[config.mk]
export PLATFORM = sky130hd
export DESIGN_NAME = uart_bootloader_flash_host
export DESIGN_NICKNAME = d
export VERILOG_FILES = /design/src/hdl/ubfh_pkg.sv /design/src/hdl/uart_bootloader_flash_host.sv
export VERILOG_INCLUDE_DIRS = /design/src /design/src/hdl
export SDC_FILE = /design/constraint.sdc
export NUM_CORES = 1
export LEC_CHECK = 0
export ABC_AREA = 1
export BUFFER_PORTS_ARGS = -buffer_cell sky130_fd_sc_hd__buf_2
export CORE_UTILIZATION = 55
export CTS_BUF_LIST = sky130_fd_sc_hd__clkbuf_4 sky130_fd_sc_hd__clkbuf_8
export CTS_CLUSTER_SIZE = 14
export DETAILED_ROUTE_END_ITERATION = 10
export PLACE_DENSITY_LB_ADDON = 0.2
export RECOVER_POWER = 25
export SLEW_MARGIN = 30
export SYNTH_ARGS = -nofsm -noshare
export SYNTH_HDL_FRONTEND = slang
export SYNTH_SLANG_ARGS = --single-unit
[constraint.sdc]
create_clock -name i_clk -period 6.4 [get_ports i_clk]
set_input_delay 1.92 -clock i_clk [delete_from_list [all_inputs] [get_ports i_clk]]
set_output_delay 1.92 -clock i_clk [all_outputs]
set_load 0.03 [all_outputs]
[src/hdl/uart_bootloader_flash_host_macros.svh]
// ----------------------------------------------------------------------------
// uart bootloader flash host assertion macros
// shared concurrent assertion forms used by the flash host
// ----------------------------------------------------------------------------
`ifndef UART_BOOTLOADER_FLASH_HOST_MACROS_SVH
`define UART_BOOTLOADER_FLASH_HOST_MACROS_SVH

// condition holds at every edge out of reset
`define UBFH_ASSERT_ALWAYS(label, clk, rst_n, cond, msg) \
    label: assert property (@(posedge clk) disable iff (!rst_n) (cond)) else $error(msg);

// trigger implies condition on the next edge
`define UBFH_ASSERT_NEXT(label, clk, rst_n, trig, cond, msg) \
    label: assert property (@(posedge clk) disable iff (!rst_n) (trig) |=> (cond)) \
        else $error(msg);

`endif

[src/hdl/ubfh_pkg.sv]
// ----------------------------------------------------------------------------
// ubfh_pkg
// types and constants of the serial bootloader flash host
// ----------------------------------------------------------------------------
package ubfh_pkg;

    localparam int unsigned CHUNK_BYTES = 256;
    localparam int unsigned MAX_RES     = 5;

    // input actions
    localparam logic [1:0] ACT_START = 2'd0;
    localparam logic [1:0] ACT_LINE  = 2'd1;
    localparam logic [1:0] ACT_IMAGE = 2'd2;
    localparam logic [1:0] ACT_TICK  = 2'd3;

    // protocol bytes
    localparam logic [7:0] BL_ACK   = 8'h79;
    localparam logic [7:0] BL_NACK  = 8'h1f;
    localparam logic [7:0] BL_SYNC  = 8'h7f;
    localparam logic [7:0] BL_GETID = 8'h02;
    localparam logic [7:0] BL_ERASE = 8'h43;
    localparam logic [7:0] BL_WRITE = 8'h31;
    localparam logic [7:0] BL_FF    = 8'hff;
    localparam logic [7:0] BL_00    = 8'h00;

    // phases
    localparam logic [3:0] PH_IDLE    = 4'd0;
    localparam logic [3:0] PH_SYNC    = 4'd1;
    localparam logic [3:0] PH_IDACK   = 4'd2;
    localparam logic [3:0] PH_IDCOUNT = 4'd3;
    localparam logic [3:0] PH_IDBYTES = 4'd4;
    localparam logic [3:0] PH_IDEND   = 4'd5;
    localparam logic [3:0] PH_ERCMD   = 4'd6;
    localparam logic [3:0] PH_ERALL   = 4'd7;
    localparam logic [3:0] PH_WRCMD   = 4'd8;
    localparam logic [3:0] PH_WRADDR  = 4'd9;
    localparam logic [3:0] PH_WRDATA  = 4'd10;
    localparam logic [3:0] PH_WRSUM   = 4'd11;

    // status codes
    localparam logic [3:0] ST_PROGRESS   = 4'd0;
    localparam logic [3:0] ST_ID_GOT     = 4'd1;
    localparam logic [3:0] ST_DONE       = 4'd2;
    localparam logic [3:0] ST_SYNC_FAIL  = 4'd3;
    localparam logic [3:0] ST_ID_FAIL    = 4'd4;
    localparam logic [3:0] ST_ERASE_FAIL = 4'd5;
    localparam logic [3:0] ST_WRITE_FAIL = 4'd6;
    localparam logic [3:0] ST_NO_IMAGE   = 4'd7;
    localparam logic [3:0] ST_REFUSED    = 4'd8;

    // config register indexes
    localparam logic [1:0] CFG_FLASH_ORIGIN = 2'd0;
    localparam logic [1:0] CFG_IMAGE_LENGTH = 2'd1;
    localparam logic [1:0] CFG_TIMEOUT      = 2'd2;

    typedef struct packed {
        logic       kind;
        logic [7:0] tx_byte;
        logic [3:0] status;
    } t_res;

    function automatic t_res tx_res(input logic [7:0] b);
        t_res r;
        r.kind    = 1'b0;
        r.tx_byte = b;
        r.status  = ST_PROGRESS;
        return r;
    endfunction

    function automatic t_res st_res(input logic [3:0] s);
        t_res r;
        r.kind    = 1'b1;
        r.tx_byte = BL_00;
        r.status  = s;
        return r;
    endfunction

    function automatic logic [3:0] fail_code(input logic [3:0] ph);
        logic [3:0] s;
        if (ph == PH_SYNC) begin
            s = ST_SYNC_FAIL;
        end else if (ph <= PH_IDEND) begin
            s = ST_ID_FAIL;
        end else if (ph <= PH_ERALL) begin
            s = ST_ERASE_FAIL;
        end else begin
            s = ST_WRITE_FAIL;
        end
        return s;
    endfunction

endpackage

[src/hdl/uart_bootloader_flash_host.sv]
// ----------------------------------------------------------------------------
// uart_bootloader_flash_host
// host side of the serial rom bootloader exchange: sync, get-id, global erase
// and chunked write commands, driven by start, line, image and tick events
// ----------------------------------------------------------------------------
// Each event transfer is held in an input register and evaluated from there;
// its zero to five results (line bytes to send or status reports) go into a
// five-entry result buffer that drains one result per cycle on the output
// while the receiver is ready. The next event is taken into the input
// register while results are still draining, and is evaluated in the cycle the
// last of them leaves.
`include "uart_bootloader_flash_host_macros.svh"

module uart_bootloader_flash_host
    import ubfh_pkg::*;
(
    input  logic        i_clk,
    input  logic        i_rst_n,
    input  logic        i_cfg_we,
    input  logic [1:0]  i_cfg_idx,
    input  logic [31:0] i_cfg_data,
    input  logic        i_s_tvalid,
    output logic        o_s_tready,
    input  logic [7:0]  i_s_tdata,   // byte_value
    input  logic [1:0]  i_s_tuser,   // action
    output logic        o_m_tvalid,
    input  logic        i_m_tready,
    output logic [63:0] o_m_tdata,   // tx_byte, status, part_id, write_address, image_wanted
    output logic        o_m_tuser,   // kind
    output logic        o_m_tlast
);

    // configuration
    logic [31:0] r_origin;
    logic [23:0] r_length;
    logic [15:0] r_timeout;

    // input register
    logic        r_in_valid;
    logic [1:0]  r_in_action;
    logic [7:0]  r_in_byte;

    // exchange state
    logic [3:0]  r_phase,        n_phase;
    logic [15:0] r_wait,         n_wait;
    logic [31:0] r_addr,         n_addr;
    logic [23:0] r_bytes_left,   n_bytes_left;
    logic [8:0]  r_chunk_left,   n_chunk_left;
    logic [8:0]  r_chunk_padded, n_chunk_padded;
    logic [7:0]  r_xor,          n_xor;
    logic [15:0] r_id_shift,     n_id_shift;
    logic [8:0]  r_id_left,      n_id_left;

    // result buffer
    t_res        r_res [MAX_RES];
    t_res        n_res [MAX_RES];
    logic [2:0]  r_cnt;
    logic [2:0]  n_res_cnt;
    logic [15:0] r_part_id;
    logic [31:0] r_wr_addr;
    logic        r_want;

    logic        take;
    logic        batch_free;
    logic        process;

    // helpers
    logic [15:0] wait_inc;
    logic [8:0]  chunk_n;
    logic [8:0]  padded;
    logic [7:0]  a0, a1, a2, a3;
    logic [8:0]  img_left;
    logic [23:0] bytes_dec;
    logic [7:0]  xor1;
    logic [8:0]  img_done_cnt;
    logic        img_end;
    logic [2:0]  pad_n;
    logic [7:0]  img_sum;

    assign take       = o_m_tvalid && i_m_tready;
    assign batch_free = (r_cnt == 3'd0) || ((r_cnt == 3'd1) && i_m_tready);
    assign process    = r_in_valid && batch_free;
    assign o_s_tready = !r_in_valid || batch_free;

    assign o_m_tvalid = (r_cnt != 3'd0);
    assign o_m_tuser  = r_res[0].kind;
    assign o_m_tlast  = (r_cnt == 3'd1);
    assign o_m_tdata  = {3'b000, r_want, r_wr_addr, r_part_id, r_res[0].status,
                         r_res[0].tx_byte};

    assign wait_inc     = r_wait + 16'd1;
    assign chunk_n      = (r_bytes_left < 24'(CHUNK_BYTES)) ? r_bytes_left[8:0]
                                                            : 9'(CHUNK_BYTES);
    assign padded       = (chunk_n + 9'd3) & ~9'd3;
    assign a0           = r_addr[31:24];
    assign a1           = r_addr[23:16];
    assign a2           = r_addr[15:8];
    assign a3           = r_addr[7:0];
    assign img_left     = r_chunk_left - 9'd1;
    assign bytes_dec    = r_bytes_left - 24'd1;
    assign xor1         = r_xor ^ r_in_byte;
    assign img_done_cnt = r_chunk_padded - img_left;
    assign img_end      = (bytes_dec == 24'd0) || (img_done_cnt >= 9'(CHUNK_BYTES))
                          || (img_left == 9'd0);
    assign pad_n        = {1'b0, img_left[1:0]};
    assign img_sum      = img_left[0] ? (xor1 ^ BL_FF) : xor1;

    // event evaluation
    always_comb begin
        n_phase        = r_phase;
        n_wait         = r_wait;
        n_addr         = r_addr;
        n_bytes_left   = r_bytes_left;
        n_chunk_left   = r_chunk_left;
        n_chunk_padded = r_chunk_padded;
        n_xor          = r_xor;
        n_id_shift     = r_id_shift;
        n_id_left      = r_id_left;
        n_res_cnt      = 3'd0;
        for (int k = 0; k < MAX_RES; k++) begin
            n_res[k] = tx_res(BL_00);
        end

        case (r_in_action)
            ACT_START: begin
                if (r_phase == PH_IDLE) begin
                    if (r_length == 24'd0) begin
                        n_res[0]  = st_res(ST_NO_IMAGE);
                        n_res_cnt = 3'd1;
                    end else begin
                        n_res[0]  = tx_res(BL_SYNC);
                        n_res_cnt = 3'd1;
                        n_phase   = PH_SYNC;
                        n_wait    = 16'd0;
                    end
                end
            end
            ACT_LINE: begin
                if (r_phase == PH_IDCOUNT) begin
                    n_id_left  = {1'b0, r_in_byte} + 9'd1;
                    n_id_shift = 16'd0;
                    n_phase    = PH_IDBYTES;
                    n_wait     = 16'd0;
                end else if (r_phase == PH_IDBYTES) begin
                    n_id_shift = {r_id_shift[7:0], r_in_byte};
                    n_id_left  = r_id_left - 9'd1;
                    n_phase    = (r_id_left == 9'd1) ? PH_IDEND : PH_IDBYTES;
                    n_wait     = 16'd0;
                end else if (r_phase == PH_IDLE || r_phase == PH_WRDATA) begin
                    n_res_cnt = 3'd0;
                end else if (r_in_byte == BL_NACK) begin
                    n_res[0]  = st_res(fail_code(r_phase));
                    n_res_cnt = 3'd1;
                    n_phase   = PH_IDLE;
                    n_wait    = 16'd0;
                end else if (r_in_byte == BL_ACK) begin
                    unique case (r_phase)
                        PH_SYNC: begin
                            n_res[0]  = tx_res(BL_GETID);
                            n_res[1]  = tx_res(~BL_GETID);
                            n_res_cnt = 3'd2;
                            n_phase   = PH_IDACK;
                            n_wait    = 16'd0;
                        end
                        PH_IDACK: begin
                            n_phase = PH_IDCOUNT;
                            n_wait  = 16'd0;
                        end
                        PH_IDEND: begin
                            n_res[0]  = st_res(ST_ID_GOT);
                            n_res[1]  = tx_res(BL_ERASE);
                            n_res[2]  = tx_res(~BL_ERASE);
                            n_res_cnt = 3'd3;
                            n_phase   = PH_ERCMD;
                            n_wait    = 16'd0;
                        end
                        PH_ERCMD: begin
                            n_res[0]  = tx_res(BL_FF);
                            n_res[1]  = tx_res(BL_00);
                            n_res_cnt = 3'd2;
                            n_phase   = PH_ERALL;
                            n_wait    = 16'd0;
                        end
                        PH_ERALL: begin
                            n_addr       = r_origin;
                            n_bytes_left = r_length;
                            n_wait       = 16'd0;
                            if (r_length == 24'd0) begin
                                n_res[0]  = st_res(ST_DONE);
                                n_res_cnt = 3'd1;
                                n_phase   = PH_IDLE;
                            end else begin
                                n_res[0]  = tx_res(BL_WRITE);
                                n_res[1]  = tx_res(~BL_WRITE);
                                n_res_cnt = 3'd2;
                                n_phase   = PH_WRCMD;
                            end
                        end
                        PH_WRCMD: begin
                            n_res[0]  = tx_res(a0);
                            n_res[1]  = tx_res(a1);
                            n_res[2]  = tx_res(a2);
                            n_res[3]  = tx_res(a3);
                            n_res[4]  = tx_res(a0 ^ a1 ^ a2 ^ a3);
                            n_res_cnt = 3'd5;
                            n_phase   = PH_WRADDR;
                            n_wait    = 16'd0;
                        end
                        PH_WRADDR: begin
                            n_chunk_padded = padded;
                            n_chunk_left   = padded;
                            n_xor          = 8'(padded - 9'd1);
                            n_res[0]       = tx_res(8'(padded - 9'd1));
                            n_res_cnt      = 3'd1;
                            n_phase        = PH_WRDATA;
                            n_wait         = 16'd0;
                        end
                        PH_WRSUM: begin
                            n_addr = r_addr + 32'(r_chunk_padded);
                            n_wait = 16'd0;
                            if (r_bytes_left == 24'd0) begin
                                n_res[0]  = st_res(ST_DONE);
                                n_res_cnt = 3'd1;
                                n_phase   = PH_IDLE;
                            end else begin
                                n_res[0]  = st_res(ST_PROGRESS);
                                n_res[1]  = tx_res(BL_WRITE);
                                n_res[2]  = tx_res(~BL_WRITE);
                                n_res_cnt = 3'd3;
                                n_phase   = PH_WRCMD;
                            end
                        end
                        default: begin
                            n_res_cnt = 3'd0;
                        end
                    endcase
                end
            end
            ACT_IMAGE: begin
                if (r_phase != PH_WRDATA || r_chunk_left == 9'd0 || r_bytes_left == 24'd0) begin
                    n_res[0]  = st_res(ST_REFUSED);
                    n_res_cnt = 3'd1;
                end else begin
                    n_res[0]     = tx_res(r_in_byte);
                    n_bytes_left = bytes_dec;
                    n_wait       = 16'd0;
                    if (img_end) begin
                        // pad to a word, then the checksum
                        for (int k = 1; k < MAX_RES; k++) begin
                            if (k[2:0] <= pad_n) begin
                                n_res[k] = tx_res(BL_FF);
                            end else if (k[2:0] == pad_n + 3'd1) begin
                                n_res[k] = tx_res(img_sum);
                            end
                        end
                        n_res_cnt    = pad_n + 3'd2;
                        n_chunk_left = 9'd0;
                        n_xor        = img_sum;
                        n_phase      = PH_WRSUM;
                    end else begin
                        n_res_cnt    = 3'd1;
                        n_chunk_left = img_left;
                        n_xor        = xor1;
                    end
                end
            end
            default: begin
                if (r_phase != PH_IDLE) begin
                    if (wait_inc >= r_timeout || wait_inc == 16'd0) begin
                        n_res[0]  = st_res(fail_code(r_phase));
                        n_res_cnt = 3'd1;
                        n_phase   = PH_IDLE;
                        n_wait    = 16'd0;
                    end else begin
                        n_wait = wait_inc;
                    end
                end
            end
        endcase
    end

    // configuration registers
    always_ff @(posedge i_clk) begin
        if (!i_rst_n) begin
            r_origin  <= 32'h0800_0000;
            r_length  <= 24'd0;
            r_timeout <= 16'd2000;
        end else if (i_cfg_we) begin
            unique case (i_cfg_idx)
                CFG_FLASH_ORIGIN: r_origin  <= i_cfg_data;
                CFG_IMAGE_LENGTH: r_length  <= i_cfg_data[23:0];
                CFG_TIMEOUT:      r_timeout <= i_cfg_data[15:0];
                default:          r_timeout <= r_timeout;
            endcase
        end
    end

    // input register
    always_ff @(posedge i_clk) begin
        if (!i_rst_n) begin
            r_in_valid <= 1'b0;
        end else if (i_s_tvalid && o_s_tready) begin
            r_in_valid <= 1'b1;
        end else if (process) begin
            r_in_valid <= 1'b0;
        end
    end

    always_ff @(posedge i_clk) begin
        if (i_s_tvalid && o_s_tready) begin
            r_in_action <= i_s_tuser;
            r_in_byte   <= i_s_tdata;
        end
    end

    // exchange state
    always_ff @(posedge i_clk) begin
        if (!i_rst_n) begin
            r_phase        <= PH_IDLE;
            r_wait         <= 16'd0;
            r_addr         <= 32'd0;
            r_bytes_left   <= 24'd0;
            r_chunk_left   <= 9'd0;
            r_chunk_padded <= 9'd0;
            r_xor          <= 8'd0;
            r_id_shift     <= 16'd0;
            r_id_left      <= 9'd0;
        end else if (process) begin
            r_phase        <= n_phase;
            r_wait         <= n_wait;
            r_addr         <= n_addr;
            r_bytes_left   <= n_bytes_left;
            r_chunk_left   <= n_chunk_left;
            r_chunk_padded <= n_chunk_padded;
            r_xor          <= n_xor;
            r_id_shift     <= n_id_shift;
            r_id_left      <= n_id_left;
        end
    end

    // result buffer
    always_ff @(posedge i_clk) begin
        if (!i_rst_n) begin
            r_cnt <= 3'd0;
        end else if (process) begin
            r_cnt <= n_res_cnt;
        end else if (take) begin
            r_cnt <= r_cnt - 3'd1;
        end
    end

    always_ff @(posedge i_clk) begin
        if (process) begin
            r_res     <= n_res;
            r_part_id <= n_id_shift;
            r_wr_addr <= n_addr;
            r_want    <= (n_phase == PH_WRDATA);
        end else if (take) begin
            for (int k = 0; k < MAX_RES - 1; k++) begin
                r_res[k] <= r_res[k + 1];
            end
        end
    end

    // checks
    `UBFH_ASSERT_ALWAYS(a_cnt_range, i_clk, i_rst_n, r_cnt <= 3'(MAX_RES),
        "result buffer count out of range")
    `UBFH_ASSERT_ALWAYS(a_wrdata_len, i_clk, i_rst_n,
        (r_phase != PH_WRDATA) || ((r_bytes_left != 24'd0) &&
        (r_chunk_left <= r_chunk_padded)), "write chunk bookkeeping broken")
    `UBFH_ASSERT_NEXT(a_in_hold, i_clk, i_rst_n, r_in_valid && !batch_free,
        r_in_valid, "pending event dropped")

endmodule

======== Word level (Yosys, flattened, before mapping) ========
Cells that the tools add are included.
cells by class
  add/sub/neg operators ................... 12
  $mul .................................... 0
  divide/modulo/power cells ............... 0
  order comparisons ....................... 9
  eq/ne operators ......................... 38
  shift-type cells ........................ 0
  muxes and demuxes ....................... 122
  bitwise gates (word level) .............. 9
  reduce and logical (&&, ||, !) cells .... 40
operator list
  operator                                  count
  65-bit 2-to-1 mux                         4
  16-bit 2-to-1 mux                         14
  32-bit 2-to-1 mux                         6
  24-bit 2-to-1 mux                         7
  52-bit 2-to-1 mux                         3
  12-bit 2-to-1 mux                         9
  52-bit one-hot mux with 2 select lines    1
  51-bit 2-to-1 mux                         2
  9-bit 2-to-1 mux                          11
  13-bit 2-to-1 mux                         7
  13-bit one-hot mux with 7 select lines    1
  13-bit one-hot mux with 3 select lines    2
  24-bit zero test                          3
  8-bit 2-to-1 mux                          9
  13-bit one-hot mux with 5 select lines    1
  32-bit one-hot mux with 2 select lines    1
  4-bit 2-to-1 mux                          15
  16-bit one-hot mux with 3 select lines    1
  24-bit one-hot mux with 2 select lines    1
  32-bit by 9-bit adder with 32-bit output  1
  4-bit one-hot mux with 8 select lines     1
  8-bit XOR                                 4
  3-bit 2-to-1 mux                          9
  25-bit 2-to-1 mux                         1
  other kinds (61)                          116
word-level totals
  flip-flop bits (word level) ............. 325
  bits in latches ......................... 0
  bits in writable memories ............... 0
  bits in read-only memories .............. 0
  input bits .............................. 49
  output and inout bits ................... 68
  memories kept ........................... 0

======== Logic depth before layout (Yosys ltp) ========
  word-level depth ........................ 12
  depth in mapped cells ................... 23
  depth with buffers taken out ............ 22

======== Least setup slack after synthesis ========
OpenSTA, ideal clock, no wires.
  path type ............................... input to register
  from .................................... in i_m_tready
  to ...................................... reg r_part_id[0] (enable)
  library setup time ...................... 0.443 ns
  arrival ................................. 4.379 ns
  required time ........................... 5.957 ns
  slack ................................... 1.577 ns
  cell stages on the path ................. 6
  buffers on the path ..................... 2
  cells stage by stage .................... nand2_1 -> nand2_1 -> nand2_1 -> inv_1 -> clkbuf_1 -> clkbuf_1
between the ends
  cells in the longest elaborated chain, start to end .. 3
RTL lines
  item                    line                               source
  start: declaration      uart_bootloader_flash_host.sv:27   input logic i_m_tready,
  1-bit logical AND       uart_bootloader_flash_host.sv:81   assign batch_free = (r_cnt == 3'd0) || ((r_cnt == 3'd1) && i_m_tready);
  1-bit logical OR        uart_bootloader_flash_host.sv:81
  1-bit logical AND       uart_bootloader_flash_host.sv:82   assign process = r_in_valid && batch_free;
  via process             uart_bootloader_flash_host.sv:65   logic process;
  end signal: assignment  uart_bootloader_flash_host.sv:355  r_part_id <= n_id_shift;
  end: declaration        uart_bootloader_flash_host.sv:59   logic [15:0] r_part_id;
The timed path passes the listed nets, and every way through them passes these cells.
A chain may end at the register's enable or synchronous reset.

==> reports/summary.txt <==
Mapped Area: 0.0178 mm²
syn_area_per_cell: 7.19 µm²
Final period util: 76.1%
min cycle time layout: 4.87 ns
final setup violation count: 0
Final GP Congestion: 1.02
max_cap viols: 3
LEAKAGE: 8.86 nW
Fmax: 205 MHz
Hold Fails Final Rpt: 0
Clock Tree Root: clkbuf_8
Synth Instances: 2479
DR pass1 iterations: 6
Clock Path Buffers: 3
crit path DAT: 5.38 ns
antenna violations before repair: 0
die area: 0.0331 mm²
Total GRT Usage: 32.3%
Initial Utilization: 56.2%
Port Buf Inserts: 113
worst slew pin tran: 2.54 ns
post-DR wirelength/cell: 18.0 µm
row cnt: 65
startpoint types: input pin
Final #Nets: 2648
die height: 182 µm
failing checks: max-capacitance violations, max-slew violations
FF+latch count, synth: 305
Synth top area share: 22.6%
Crit. End Element: flip-flop
Sink Count: 305
largest net degree at the start of global routing: 93
top post-synthesis cells by area: dfxtp_1 (23%), edfxtp_1 (18%), nand2_1 (12%), o21ai_0 (7.2%), inv_1 (6.1%)
DP Area: 0.0185 mm²
Max H-tree Level: 2
Gates resized, CTS repair: 0
Clock Latency Late Sink: 0.62 ns
first-pass GRT wire length: 84.5 mm
required time of the critical path: 6.90 ns
vias: 17000
most numerous cell in the Yosys netlist: nand2_1
CTS Buf Count: 52
peak supply drop: 193 µV
Post-synth top cells: nand2_1 (566), inv_1 (292), o21ai_0 (257)
Starting DRT DRC Count: 1547
TritonCTS clock tree: done
yosys warns: 0
PnR Total Power: 7.02 mW
Total Wirelength: 54.0 mm
Synth cell types: 57
Final Max Tran Viols: 162
setup repair after global routing missed its margin: no
clk slew on worst S/H paths: 0.06 ns
Post-route DRC: 0
Tightest Hold Check Type: flip-flop to flip-flop
area of the core: 0.0317 mm²
clk_skew: 0.0449 ns
postcts setup bufs: 0
post-DP HPWL: 39.9 mm
I/O pin total: 117
setup_tns: 0 ns
P per Cell Area: 359 mW/mm²
Design Area, Final: 0.0195 mm²
vias in the first global route: 15800
Slew Limit Headroom: -69.2%
Post-CTS Hold Fix Bufs: 0
DRT antenna net count: 0
Diodes inserted: 0
Chip Width: 182 µm
crit-path max FO: 72
Main synth FF type: dfxtp_1
outcome: finished with violations
layout cell share with drive strength beyond 1: 11.9%
Async S/R FF share, synth: 0%
Post-synth EDFFs: 104
Via density: 5.67
grt total ovfl: 0
Synth area leader: dfxtp_1
area delta synth->final: 9.60%
Seq/Total Area, Yosys: 40.1%
WS Path Type: input pin to flip-flop
==> layer usage <==
metal	up-vias	GRT usage, %	wire length [µm]
met2	695	51.1	24100
met1	7869	45.1	23700
met4	0	11.2	1560
li1	8289	-	-
met5	-	0	0
met3	105	4.75	4590
==> registers in the layout, summed over array words and instances (netlist names), 3 cells and up <==
name            cells
r_xor               8
r_cnt               3
r_id_shift         16
r_bytes_left       24
r_part_id          16
r_phase             4
r_wr_addr          32
r_timeout          16
o_m_tdata          12
r_res              32
r_wait             16
r_chunk_left        9
r_origin           32
r_id_left           9
r_in_byte           8
r_chunk_padded      7
r_length           24
r_addr             32
==> cell families after synthesis <==
family | synth area share (%)
DFF | 40.1
other | 0.0210
adders and majority gates | 3.62
buffers and inverters | 9.92
xor gates and xnor gates | 3.09
AOI/OAI and AO/OA | 18.6
and+or+nand+nor | 24.7
==> metrics by stage <==
step                hold slack [ns]  std cells  utilization (%)  setup slack [ns]
floorplan                     0.435       2481                -              1.58
global placement              0.458       2896             58.2              2.09
detailed placement            0.454       2896             58.2              2.08
CTS                           0.464       2993             61.7              2.08
global route                  0.495       2993             61.6              1.21
finish                        0.460       2993             61.6              1.53
==> worst max-delay path: stages <==
cell and delay, ns:
buf_4 0.53, clkbuf_1 1.86, o21ai_0 0.74, nor2_1 0.25
==> power by group <==
group          internal [mW]  total (mW)  switching, mW
Sequential              2.49        2.76          0.269
Clock                   1.08        1.90          0.826
Combinational          0.689        2.35           1.67
Total                   4.26        7.02           2.76
==> cell type report <==
| type | count | area (µm²) |
|---|---|---|
| flip-flops and latches | 305 | 7150 |
| repair buffers | 125 | 638 |
| fillers | 2996 | 12200 |
| clock buffers | 78 | 955 |
| well taps | 402 | 503 |
| clock inverters | 19 | 173 |
| inverters | 321 | 1210 |
| multi-input cells | 1743 | 8920 |
==> cells in the final DEF, fill, tap and decap left out, drive strengths merged, types with 2 or more instances in the layout <==
| cell | instances |
|---|---|
| conb | 3 |
| nor3 | 34 |
| nand3b | 10 |
| a221oi | 5 |
| a21oi | 199 |
| o21a | 2 |
| o21bai | 2 |
| bufinv | 3 |
| inv | 318 |
| ha | 50 |
| clkinv | 17 |
| buf | 119 |
| clkbuf | 84 |
| nand3 | 105 |
| o31ai | 5 |
| nand2 | 574 |
| o21ai | 314 |
| o211ai | 32 |
| dfxtp | 201 |
| xor2 | 36 |
| edfxtp | 104 |
| nor2 | 269 |
| nand4 | 25 |
| or2 | 4 |
| o221ai | 8 |
| a31oi | 12 |
| a211oi | 16 |
| xnor2 | 27 |
| a22o | 2 |
| clkinvlp | 2 |
| nor4 | 3 |
==> worst paths after layout <==
kind | cells after the start | to | slack, ns | start
max | 4 | r_origin[14] | 1.53 | i_rst_n
min | 2 | r_timeout[5] | 0.46 | r_timeout[5]
max reg2reg | 13 | r_addr[5] | 1.76 | r_phase[3]
min reg2reg | 2 | r_timeout[5] | 0.46 | r_timeout[5]
(Power assumes the default switching activity.)
